--- config.mk ---
export PLATFORM = sky130hd
export DESIGN_NAME = ffha_ram
export DESIGN_NICKNAME = d
export VERILOG_FILES = /design/src/rtl/ffha_ram.sv
export SDC_FILE = /design/constraint.sdc
export NUM_CORES = 2
export LEC_CHECK = 0
export ABC_AREA = 1
export BUFFER_PORTS_ARGS = -buffer_cell sky130_fd_sc_hd__buf_2
export CORE_ASPECT_RATIO = 0.6
export CORE_UTILIZATION = 35
export CTS_CLUSTER_SIZE = 16
export DETAILED_ROUTE_END_ITERATION = 16
export SYNTH_ARGS = -nofsm -noshare
export SYNTH_HDL_FRONTEND = slang
export SYNTH_MEMORY_MAX_BITS = 65536
export SYNTH_SLANG_ARGS = --single-unit
--- constraint.sdc ---
create_clock -name clk -period 20.6 [get_ports clk]
set_input_delay 4.12 -clock clk [delete_from_list [all_inputs] [get_ports clk]]
set_output_delay 4.12 -clock clk [all_outputs]
set_load 0.1 [all_outputs]
--- src/rtl/ffha_ram.sv ---
// ----------------------------------------------------------------------------
// ffha_ram
// Generic single-write, single-read RAM with registered read data.
// ----------------------------------------------------------------------------
`default_nettype none

module ffha_ram #(
    parameter int WIDTH = 65,
    parameter int DEPTH = 64
) (
    input  wire logic                     clk,
    input  wire logic                     we,
    input  wire logic [$clog2(DEPTH)-1:0] waddr,
    input  wire logic [WIDTH-1:0]         wdata,
    input  wire logic [$clog2(DEPTH)-1:0] raddr,
    output logic      [WIDTH-1:0]         rdata
);

    logic [WIDTH-1:0] mem [DEPTH];

    always_ff @(posedge clk)
    begin
        if (we)
        begin
            mem[waddr] <= wdata;
        end
        rdata <= mem[raddr];
    end

endmodule

`default_nettype wire

Word-level counts from Yosys, hierarchy flattened
Memories as Yosys holds them, arrays and structs flattened. A register that Yosys moved wholly into a read port is not among the register bits.
Cells that the tools add are included.
{ "op_classes": {"n_mux": 2} }
{ "op_table": {"columns": ["op", "n"], "rows": [
  ["$mux W1", 2]
]} }
{ "word_totals": {"ram_bits": 4160, "ff_bits": 0, "mem_count": 1, "word_cells": 3, "inputBits": 79, "out_inout_bits": 65} }
{ "mem_list": {"columns": ["name", "depth", "width", "rd", "rd_clocked_by_memory_dff", "write_ports", "line_no", "text"], "rows": [
  ["mem", 64, 65, 1, 1, 1, "19", "logic [WIDTH-1:0] mem [DEPTH];"]
]} }

Depth between registers and ports, before layout
{ "depth": {"word_depth": 2, "depth_mapped": 12, "ltp_nobuf": 9} }

Worst setup path after synthesis
OpenSTA, ideal clock, no wires.
{ "synth_path": {"kind": "in2reg", "from": "input port we", "to": "memory mem[48][0], enable pin", "t_arrival_ns": 10.850, "stages": 3, "path_slack_ns": 9.100, "path_buffers": 1, "required_ns": 19.950, "setup_time_ns": 0.650, "cell_sequence": "clkbuf_1 nand4_1 nor4_1"} }
{ "synth_between": {"elab_chain_cells": 2} }
{ "synth_rtl": {"columns": ["element", "line_no", "text"], "rows": [
  ["start, declared", "12", "input wire logic we,"],
  ["$mux W1", "23", "if (we)"],
  ["$mux W1 (not written as such)", "25", "mem[waddr] <= wdata;"],
  ["end, declared", "19", null]
]} }
Every way passes these cells.

==> flow_summary.yaml <==
routing:
  avgViaCountPerCell: 5.53
  via_count: 111000
  wirelength_mm: 557
  postRouteAntennaNets: 0
  wire_per_inst_microns: 27.7
  first_pass_iters: 6
  drt_iter0_markers: 18600
  drcViolationCount: 0
clock_tree:
  path_clk_slew_ns: 0.07
  cts_buffers: 365
  cts_setup_buffers: 0
  htreeDepth: 5
  cts.path.max_buffers: 4
  cts_hold_buf: 0
  ctsResizeCount: 0
  cts_tree: "done"
  clk_latency_ns: 0.97
  clkSinkCount: 4225
  clock-root-buffer: "clkbuf_16"
power_and_ir_drop:
  intPower_mw: 13.5
  finalPower_mw: 17.7
  power_density_nw_per_um2: 95.0
  peakVddDrop_mv: 0.0711
  combPwrFrac_pct: 6.5
  switching_share_pct: 23.5
  leakage_nw: 63.9
  net-switching-power_mw: 4.16
  pwr-share-seq_pct: 54.1
  power_frac_clock_pct: 39.4
status:
  outcome: "completed"
cells_and_area:
  nets: 13500
  fill_cells: 44700
  synthToLayoutAreaGrowth_pct: 11.2
  drive_gt1_share_pct: 6.99
  multi_input_area_sq_um: 37200
  register_area_sq_um: 126000
synth:
  synth_top_flop_cell: "edfxtp_1"
  synth_area_leaders: "edfxtp_1 75%, nand3_1 12%, nand2_1 10%, buf_2 1.6%, dfxtp_1 0.78%"
  synth.cell_area_sq_um: 167000
  ys_ff_latch: 4225
  synth-async-reset-ratio_pct: 0
  synth_most_common_cell: "nand2_1"
  synth_common_cells: "4485 x nand2_1, 4160 x edfxtp_1, 3907 x nand3_1, 535 x buf_2, 258 x clkbuf_1"
  syn_inst: 13600
  post_synth.cell_area_avg_sq_um: 12.3
  yosys.area.top_type: "edfxtp_1"
  synth_edf_count: 4160
  synth-seq-area-share_pct: 75.5
  ys_types: 14
  netlist.area_leader.share_pct: 74.7
  yosys_warnings: 0
  synthesis.nets: 13700
global_route:
  grt_pass1_wl_mm: 777
  grt_max_degree: 194
  grt_overflow: 0
  grt_pass1_vias: 99500
  antenna_found_initial: 64
  grtUsageTotal_pct: 22.4
timing:
  rsz0062_at_grt: "false"
  maxSlewViolCount: 0
  finalCritPeriodShare_pct: 40.9
  tns_ns: 0
  fin_skew_ns: 0.0648
  finalSetupViolations: 0
  fin_crit_ns: 8.42
  worst_hold_slack_ns: 0.772
  slew_headroom_pct: 9.00
  hold_viol: 0
  tightest_slew_ns: 1.36
  setup_slack_ns: 12.18
  fmax_ghz: 0.119
worst_hold_path:
  min_path_type: "reg -> reg"
floorplanning:
  fp.dieH_microns: 537
  dieArea_sq_um: 480000
  row_count: 196
  start_util_pct: 35.2
  core-area_sq_um: 475000
  die_w_microns: 894
  ios: 144
setup_path:
  cp_data_required_time_ns: 21.52
  cpPeakStageDelay_ns: 0.87
  crit_arrival_ns: 9.34
  crit_path_max_fanout: 156
  crit_path_top_delay_cell: "buf_4"
  end_kind: "register"
  setup.worst_path.start_class: "primary input"
  crit_chain: "buf_12, inv_8, buf_4, buf_4, buf_4, buf_4, nand2_1, nand3_1, nand3_1, nand3_1, nand3_1, nand2_1, nand2_1, nand2_1"
  crit_type: "in -> reg"
place:
  pre_cts_ws_ns: 11.33
  globalplace.congestion: 0.791
  portBuffers: 143
  dp.final_hpwl_mm: 270
job:
  maxCapViolCount: 0
-- layout by cell type (no fill, tap or decap) --
master	n
buf_8	4
diode_2	13
nand4_1	9
buf_12	21
clkinv_8	3
nand2_1	4485
clkbuf_8	16
clkinv_4	1
inv_8	7
nor2_4	56
buf_2	137
buf_4	230
clkinvlp_4	9
inv_16	1
clkinv_2	58
clkinv_16	1
nand3_1	3907
dfxtp_1	65
inv_6	7
inv_1	6
bufinv_16	29
nor4_2	8
clkinv_1	59
clkbuf_16	373
clkbuf_1	101
buf_6	1
edfxtp_1	4160
-- cells by family (layout without fill, tap and decap cells) --
logic type	Yosys count	after routing	share of synthesized area, %
flops	4225	4225	75.5
simple gates	8465	8465	22.0
buf+inv	923	1064	2.51
other cells	0	13	0
-- stage by stage --
stage,cells,util (%),instance area (sq um)
global placement,19400,36.7,174000
global route,20100,39.1,186000
CTS,20100,39.1,186000
detailed placement,19400,36.7,174000
finish,20100,39.1,186000
floorplan,13600,-,167000
-- power groups by stage --
stage               Clock, mW  Sequential, mW  Combinational, mW
floorplan                   0            9.84              0.569
global placement            0            9.76               1.12
detailed placement          0            9.76               1.13
CTS                      7.01            9.57               1.13
global route             7.34            9.57               1.23
finish                   6.96            9.56               1.14
-- state kept, by name, summed over array words and instances, names as in the netlist --
name / count
mem: 4160
rdata: 65
-- final timing paths --
check	start	slack, ns	to	cells after the start
max	raddr[0]	12.18	rdata[30]	14
min	mem[36][25]	0.77	rdata[25]	8
max reg2reg	mem[0][31]	18.90	rdata[31]	8
min reg2reg	mem[36][25]	0.77	rdata[25]	8
-- layer usage --
metal | global-route usage, % | part of all wire, % | wire length, microns | vias up
li1 | - | - | - | 48300
met1 | 34.7 | 43 | 241000 | 55200
met2 | 31.4 | 41 | 229000 | 6807
met3 | 4.89 | 12 | 69200 | 938
met4 | 6.12 | 3.1 | 17000 | 14
met5 | 0 | 0.017 | 92 | -
-- worst max-delay path, delay by kind of cell --
kind / cells / cell delay, ns
simple gates: 8 / 0.88
buf+inv: 6 / 4.03
-- layout make-up --
class / count / area share [%]
flip-flops and latches: 4225 / 67.9
multi-input cells: 8465 / 20.0
inverters: 12 / 0.0471
clock inverters: 169 / 0.878
repair buffers: 393 / 1.56
clock buffers: 490 / 5.34
diodes: 13 / 0.0175
well taps: 6336 / 4.26
Note: power is estimated with default switching activity, not from simulation.
