[config.mk]
export PLATFORM = sky130hd
export DESIGN_NAME = ffha_alu
export DESIGN_NICKNAME = d
export VERILOG_FILES = /design/src/rtl/ffha_pkg.sv /design/src/rtl/ffha_alu.sv
export SDC_FILE = /design/constraint.sdc
export NUM_CORES = 1
export LEC_CHECK = 0
export BUFFER_PORTS_ARGS = -buffer_cell sky130_fd_sc_hd__buf_4
export CAP_MARGIN = 20
export CORE_UTILIZATION = 48
export DETAILED_ROUTE_END_ITERATION = 12
export GPL_ROUTABILITY_DRIVEN = 0
export PLACE_DENSITY_LB_ADDON = 0.05
export SETUP_SLACK_MARGIN = 0.02
export SLEW_MARGIN = 40
export SYNTH_ARGS = -nofsm -noshare
export SYNTH_HDL_FRONTEND = slang
export SYNTH_SLANG_ARGS = --single-unit
[constraint.sdc]
create_clock -name vclk -period 3.65
set_input_delay 0.365 -clock vclk [all_inputs]
set_output_delay 0.365 -clock vclk [all_outputs]
set_load 0.005 [all_outputs]
[src/rtl/ffha_pkg.sv]
// ----------------------------------------------------------------------------
// ffha_pkg
// Types and constants shared by the heap allocator modules.
// ----------------------------------------------------------------------------
`default_nettype none

package ffha_pkg;

    localparam int FFHA_MAX_SEGMENTS = 64;
    localparam int FFHA_HEADER_BYTES = 12;
    localparam int FFHA_SPLIT_SLACK  = 8;

    localparam logic [31:0] HEAP_SIZE_RESET = 32'd65536;

    // Request modes.
    localparam logic [1:0] MODE_ALLOC   = 2'd0;
    localparam logic [1:0] MODE_RELEASE = 2'd1;
    localparam logic [1:0] MODE_REALLOC = 2'd2;

    // Result status codes.
    localparam logic [1:0] ST_OK       = 2'd0;
    localparam logic [1:0] ST_NOFIT    = 2'd1;
    localparam logic [1:0] ST_RELEASED = 2'd2;
    localparam logic [1:0] ST_UNKNOWN  = 2'd3;

    // Configuration register indexes.
    localparam logic REG_HEAP_BASE = 1'b0;
    localparam logic REG_HEAP_SIZE = 1'b1;

    // One segment table entry.
    typedef struct packed {
        logic [31:0] offset;
        logic [31:0] size;
        logic        free;
    } seg_entry_t;

    // Operands of the shared adder.
    typedef struct packed {
        logic [31:0] a;
        logic [31:0] b;
        logic [31:0] c;
    } alu_req_t;

endpackage

`default_nettype wire

[src/rtl/ffha_alu.sv]
// ----------------------------------------------------------------------------
// ffha_alu
// Shared three-input adder; compares are done as a + ~b + 1 with the carry.
// ----------------------------------------------------------------------------
`default_nettype none

module ffha_alu (
    input  ffha_pkg::alu_req_t req,
    output logic [32:0]        sum
);

    import ffha_pkg::*;

    assign sum = {1'b0, req.a} + {1'b0, req.b} + {1'b0, req.c};

endmodule

`default_nettype wire

## Word level (Yosys, flattened, before mapping)

Cells that the tools add are included.

| storage, ports and cells | value |
|---|---|
| flip-flop bits (word level) | 0 |
| bits in latches | 0 |
| RAM bits | 0 |
| memory bits (read-only) | 0 |
| output and inout port bits | 33 |
| word-level logic and storage cells | 2 |
| memories | 0 |

| operators by class | value |
|---|---|
| add/subtract/negate cells | 2 |
| multiply operators | 0 |
| div/mod/pow operators | 0 |
| $lt $le $gt $ge | 0 |
| eq/ne operators | 0 |
| shifts and indexed selects | 0 |
| multiplexer cells | 0 |
| bitwise operators | 0 |
| reductions and logical operators | 0 |

Operators with widths:

| operator | count |
|---|---|
| 32-bit by 32-bit adder with 33-bit output | 1 |
| 33-bit by 32-bit adder with 33-bit output | 1 |

## Longest topological paths before layout

Gate-level depths: netlist (run 1).

| depth | value |
|---|---|
| depth in word-level cells | 2 |
| depth in mapped cells | 12 |
| mapped depth without buffers | 12 |

## Worst setup path before layout (run 1)

No wires, ideal clock.

| path | value |
|---|---|
| path kind | input -> output |
| start | in req[1] (netlist bit) |
| end | out sum[29] |
| arrival time | 2,626 ps |
| data required time | 3,285 ps |
| slack | 659 ps |
| stages | 10 |
| buffers on the path | 0 |
| cells stage by stage | fa_1 ha_1 fa_1 a21oi_1 nand4b_1 a21oi_2 a21oi_2 o31ai_2 a311oi_2 xnor2_1 |

| between the ends | value |
|---|---|
| cells in the longest elaborated chain, start to end | 1 |

RTL lines:

| item | line | source |
|---|---|---|
| start: declaration | ffha_alu.sv:8 | `input ffha_pkg::alu_req_t req,` |
| 33-bit by 32-bit adder with 33-bit output | ffha_alu.sv:14 | `assign sum = {1'b0, req.a} + {1'b0, req.b} + {1'b0, req.c};` |
| end: declaration | ffha_alu.sv:9 | `output logic [32:0] sum` |

No other way between the ends.

## Final worst setup path (run 1)

| path | value |
|---|---|
| start | in req[1] (netlist bit) |
| end | out sum[27] |

Same word-level chain as after synthesis.

==> results of run 1 <==
-- final cells by class --
class              instances  share of cell area
well taps                 54              0.0203
multi-input cells        244               0.675
inverters                 12              0.0135
repair buffers           129               0.291
-- per-stage QoR --
step                utilization  std cells  setup slack, ns  hold slack (ns)  power [mW]
detailed placement        0.710        439            0.208             1.20        1.15
global placement          0.710        439            0.288             1.17        1.13
floorplan                     -        261            0.659            0.958       0.672
global route              0.710        439           0.0691             1.23        1.26
finish                    0.710        439            0.213             1.20        1.16
CTS                       0.710        439            0.199             1.20        1.15
-- power by group --
group | leakage, nW | internal [mW] | switching [mW]
Sequential | 0 | 0 | 0
Clock | 0 | 0 | 0
Combinational | 1.65 | 0.593 | 0.565
Total | 1.65 | 0.593 | 0.565
-- Yosys cell counts, types with 2 or more instances --
master | instances | area (um^2)
nand4_1 | 5 | 31.3
nand2_1 | 21 | 78.8
xnor2_1 | 17 | 149
a221oi_2 | 2 | 30.0
o21bai_1 | 2 | 15.0
o31ai_2 | 2 | 25.0
nand2b_1 | 3 | 18.8
nor2_1 | 14 | 52.6
o211ai_1 | 5 | 37.5
and2_1 | 2 | 12.5
fa_1 | 33 | 661
a31oi_1 | 8 | 50.1
ha_1 | 31 | 388
and3_1 | 3 | 18.8
clkbuf_1 | 2 | 7.51
a21o_1 | 14 | 105
nor2b_1 | 4 | 25.0
buf_6 | 3 | 33.8
o21ai_0 | 11 | 55.1
o21ai_1 | 4 | 20.0
o211ai_2 | 2 | 25.0
a21oi_2 | 6 | 52.6
nand3_1 | 4 | 20.0
a21oi_1 | 23 | 115
inv_1 | 12 | 45.0
xor2_1 | 12 | 105
-- path summary, 6_finish.rpt --
| path | to | slack (ns) | from |
|---|---|---|---|
| setup / recovery | sum[27] | 0.21 | req[1] |
| hold / removal | sum[32] | 1.20 | req[95] |
-- cell families (layout without fill, tap and decap cells) --
| kind of cell | after synthesis | after routing | share of synthesized area |
|---|---|---|---|
| compound gates | 89 | 89 | 0.272 |
| fa+ha+maj | 64 | 64 | 0.449 |
| simple gates | 62 | 62 | 0.134 |
| xor+xnor | 29 | 29 | 0.109 |
| buf+inv | 17 | 141 | 0.0370 |
-- worst max-delay path: cells and delay by family --
| kind | cells | cell delay (ns) |
|---|---|---|
| compound gates | 5 | 0.94 |
| xor+xnor | 1 | 0.16 |
| fa+ha+maj | 3 | 1.16 |
| buf+inv | 2 | 0.25 |
| simple gates | 1 | 0.19 |
-- layer usage --
metal,GRT usage,wire (um),up-vias
li1,-,-,1204
met1,0.283,2640,1182
met2,0.427,3030,112
met3,0.0141,399,10
met4,0.0283,85,0
met5,0,0,-
==> run summary, run 1 <==
Worst rel slew slack = 0.802
Vias in the first global route = 2315
Largest net degree at the start of global routing = 9
CP Max Fanout = 3
Vias/cell = 5.71
Via Count = 2508
Shortest period the worst path allows = 3.44 ns
Post-synth cell types = 42
Required time worst endpoint = 3.28 ns
Syn nets = 421
Row Count = 25
Leakage power = 1.65 nW
Nets = 547
Footprint of the multi-input gates = 2250 um^2
Chip height = 71.8 um
Starting Density = 0.498
Area after DPL = 3330 um^2
I/O Buffers = 129
Slew Viols, Final = 0
CP max-delay cell = fa_1
Final hold violation count = 0
DRT Pass-1 Iters = 4
ANT nets after route = 0
Share of the yosys chip area belonging to registers = 0
Core footprint = 4690 um^2
Synth warn = 0
Outcome = finished clean
GR Overflow Total = 0
CP Launch Type = input port
Ports = 129
First-pass GRT wire length = 9660 um
RSZ-0062 raised after global routing = no
Post-DP HPWL = 5450 um
GRT Total Usage = 0.224
Final Cycle Share = 0.942
Hold path depth = 4
Clock buffers = 0
Synthesis-to-layout area growth = 42.6%
PD cells = 348 nW/um^2
Largest stage delay, worst path = 0.48 ns
Die area = 5150 um^2
Max_cap viols = 0
CP Class = input port to primary output
Post-Route WL = 6150 um
WP data arrival = 3.07 ns
Synth Instances = 261
Post-synthesis cell area = 2340 um^2
Setup TNS = 0 ns
Worst-margin pin slew = 0.295 ns
Final Cell Area = 3330 um^2
Min-Delay Path Class = input port to primary output
Cells resized by post-CTS repair = 0
DR WL/cell = 14.0 um
FILL cells = 412
Finish-stage setup viols = 0
DR DRC count = 0
Most common cell after layout, fill and taps aside = buf_4
Crit-path cells = buf_4 > fa_1 > ha_1 > fa_1 > a21oi_1 > nand4b_1 > a21oi_2 > a32o_2 > a21oi_2 > o21ai_1 > xor2_1 > buf_4
Die width = 71.8 um
Most frequent cells in the layout = buf_4 (129), fa_1 (33), ha_1 (31)
ANT cells = 0
Register area = 0 um^2
Peak supply drop = 0.191 mV
Max Fclk = 291 MHz
Post-CTS Hold Buffers = 0
DRT iter0 DRCs = 106
Ratio of cells with drive above 1 in the final layout = 0.384
Post-CTS setup buffers = 0
Seq_cells = 0
Initial antenna violation count = 0
CP Capture Type = primary output
Mapped Avg Cell Area = 8.95 um^2
(Power assumes the default switching activity.)
==> run 2: changes to the inputs <==
--- a/config.mk
+++ b/config.mk
@@ -7,7 +7,8 @@
 export LEC_CHECK = 0
 export BUFFER_PORTS_ARGS = -buffer_cell sky130_fd_sc_hd__buf_4
 export CAP_MARGIN = 20
-export CORE_UTILIZATION = 48
+export CORE_MARGIN = 2
+export CORE_UTILIZATION = 30
 export DETAILED_ROUTE_END_ITERATION = 12
 export GPL_ROUTABILITY_DRIVEN = 0
 export PLACE_DENSITY_LB_ADDON = 0.05
==> run 2 against run 1 <==
First-iteration DRC count decreased by 50%. Core utilization decreased by 27 points. Maximum frequency rose by 0.96%. Cell count up 11%. Critical endpoint is now sum[29]. Largest cell class unchanged. Highest routed layer is now met3.
==> run summary, run 2 (same netlist as run 1, synthesis figures left out) <==
Int Pwr = 0.595 mW
ANT cells = 0
Psw = 0.563 mW
RSZ-0062 raised after global routing = no
Delay-heaviest family, CP = adder cells
GRT Total Usage = 0.147
Chip height = 92.2 um
Hold Slack = 1.18 ns
Setup ws final = 0.246 ns
Ports = 129
Finish-stage setup viols = 0
Largest stage delay, worst path = 0.47 ns
PD cells = 341 nW/um^2
Max Fclk = 294 MHz
I/O Buffers = 129
Die width = 92.2 um
Part of the power in registers = 0
Register area = 0 um^2
CP Class = input port to primary output
Vias/cell = 4.94
Die area = 8510 um^2
Peak supply drop = 0.155 mV
Post-DP HPWL = 5870 um
Final Cycle Share = 0.933
DR WL/cell = 13.1 um
WP data arrival = 3.04 ns
GR Overflow Total = 0
CP max-delay cell = fa_1
Post-Layout Cell Count = 488
Synthesis-to-layout area growth = 45.5%
Final hold violation count = 0
Core footprint = 7650 um^2
Worst-margin pin slew = 0.330 ns
Slew Viols, Final = 0
Bufs and invs on worst path = 2
Post-CTS Hold Buffers = 0
Most frequent cells in the layout = buf_4 (130), fa_1 (33), ha_1 (31)
Power share of the clock group = 0
Row Count = 32
Min-Delay Path Class = input port to primary output
Post-CTS setup buffers = 0
DRT Pass-1 Iters = 4
Shortest period the worst path allows = 3.40 ns
Crit-path cells = buf_4 > fa_1 > ha_1 > fa_1 > a21oi_1 > nand4b_1 > a21oi_2 > a21oi_2 > o31ai_2 > a311oi_2 > xnor2_1 > buf_4
First-pass GRT wire length = 10800 um
CP Capture Type = primary output
Initial antenna violation count = 0
Post-Route WL = 6370 um
Max_cap viols = 0
Placed cell count = 488
Sw Share = 0.486
DR DRC count = 0
Required time worst endpoint = 3.28 ns
Leakage power = 1.65 nW
Ratio of cells with drive above 1 in the final layout = 0.386
DRT iter0 DRCs = 53
Largest net degree at the start of global routing = 9
Setup TNS = 0 ns
Seq_cells = 0
Cells resized by post-CTS repair = 0
Pre-CTS setup slack = 0.198 ns
Combinational share of power = 1.000
Outcome = finished clean
Worst rel slew slack = 0.778
ANT nets after route = 0
Clock buffers = 0
Most common cell after layout, fill and taps aside = buf_4
CP Max Fanout = 3
FILL cells = 799
Starting Density = 0.305
Vias in the first global route = 2427
Via Count = 2413
CP Launch Type = input port
Nets = 548
-- run 2: cell count changes in the layout (fill, tap and decap cells not counted), sizes merged --
cell,change
buf,+1
-- run 2: layer usage --
metal	part of all wire	up-vias	global-route usage
li1	-	1201	-
met1	0.43	1127	0.199
met2	0.51	85	0.267
met3	0.070	0	0.0181
met4	0	0	0
met5	0	-	0
-- run 2: final timing paths --
| check | startpoint | cells after the start | to |
|---|---|---|---|
| worst max-delay path | req[1] | 12 | sum[29] |
| worst min-delay path | req[95] | 4 | sum[32] |
-- run 2: final cells by class --
| cell class | count | area (um^2) | area share |
|---|---|---|---|
| multi-input combinational | 244 | 2250 | 0.662 |
| inverter | 12 | 45.0 | 0.0133 |
| tap | 102 | 128 | 0.0376 |
| timing repair buffer | 130 | 976 | 0.287 |
-- run 2: metrics by stage --
step / util / total power [mW] / instance area, um^2
2_1_floorplan: - / 0.672 / 2340
6_report: 0.444 / 1.16 / 3400
4_1_cts: 0.444 / 1.18 / 3400
3_5_place_dp: 0.444 / 1.17 / 3400
5_1_grt: 0.444 / 1.29 / 3400
3_3_place_gp: 0.444 / 1.17 / 3400
-- run 2: power groups by stage --
stage                     clock [mW]  combinational (mW)  sequential (mW)
after floorplan                    0               0.672                0
after global placement             0                1.17                0
after global routing               0                1.29                0
after detailed placement           0                1.17                0
final                              0                1.16                0
after CTS                          0                1.18                0
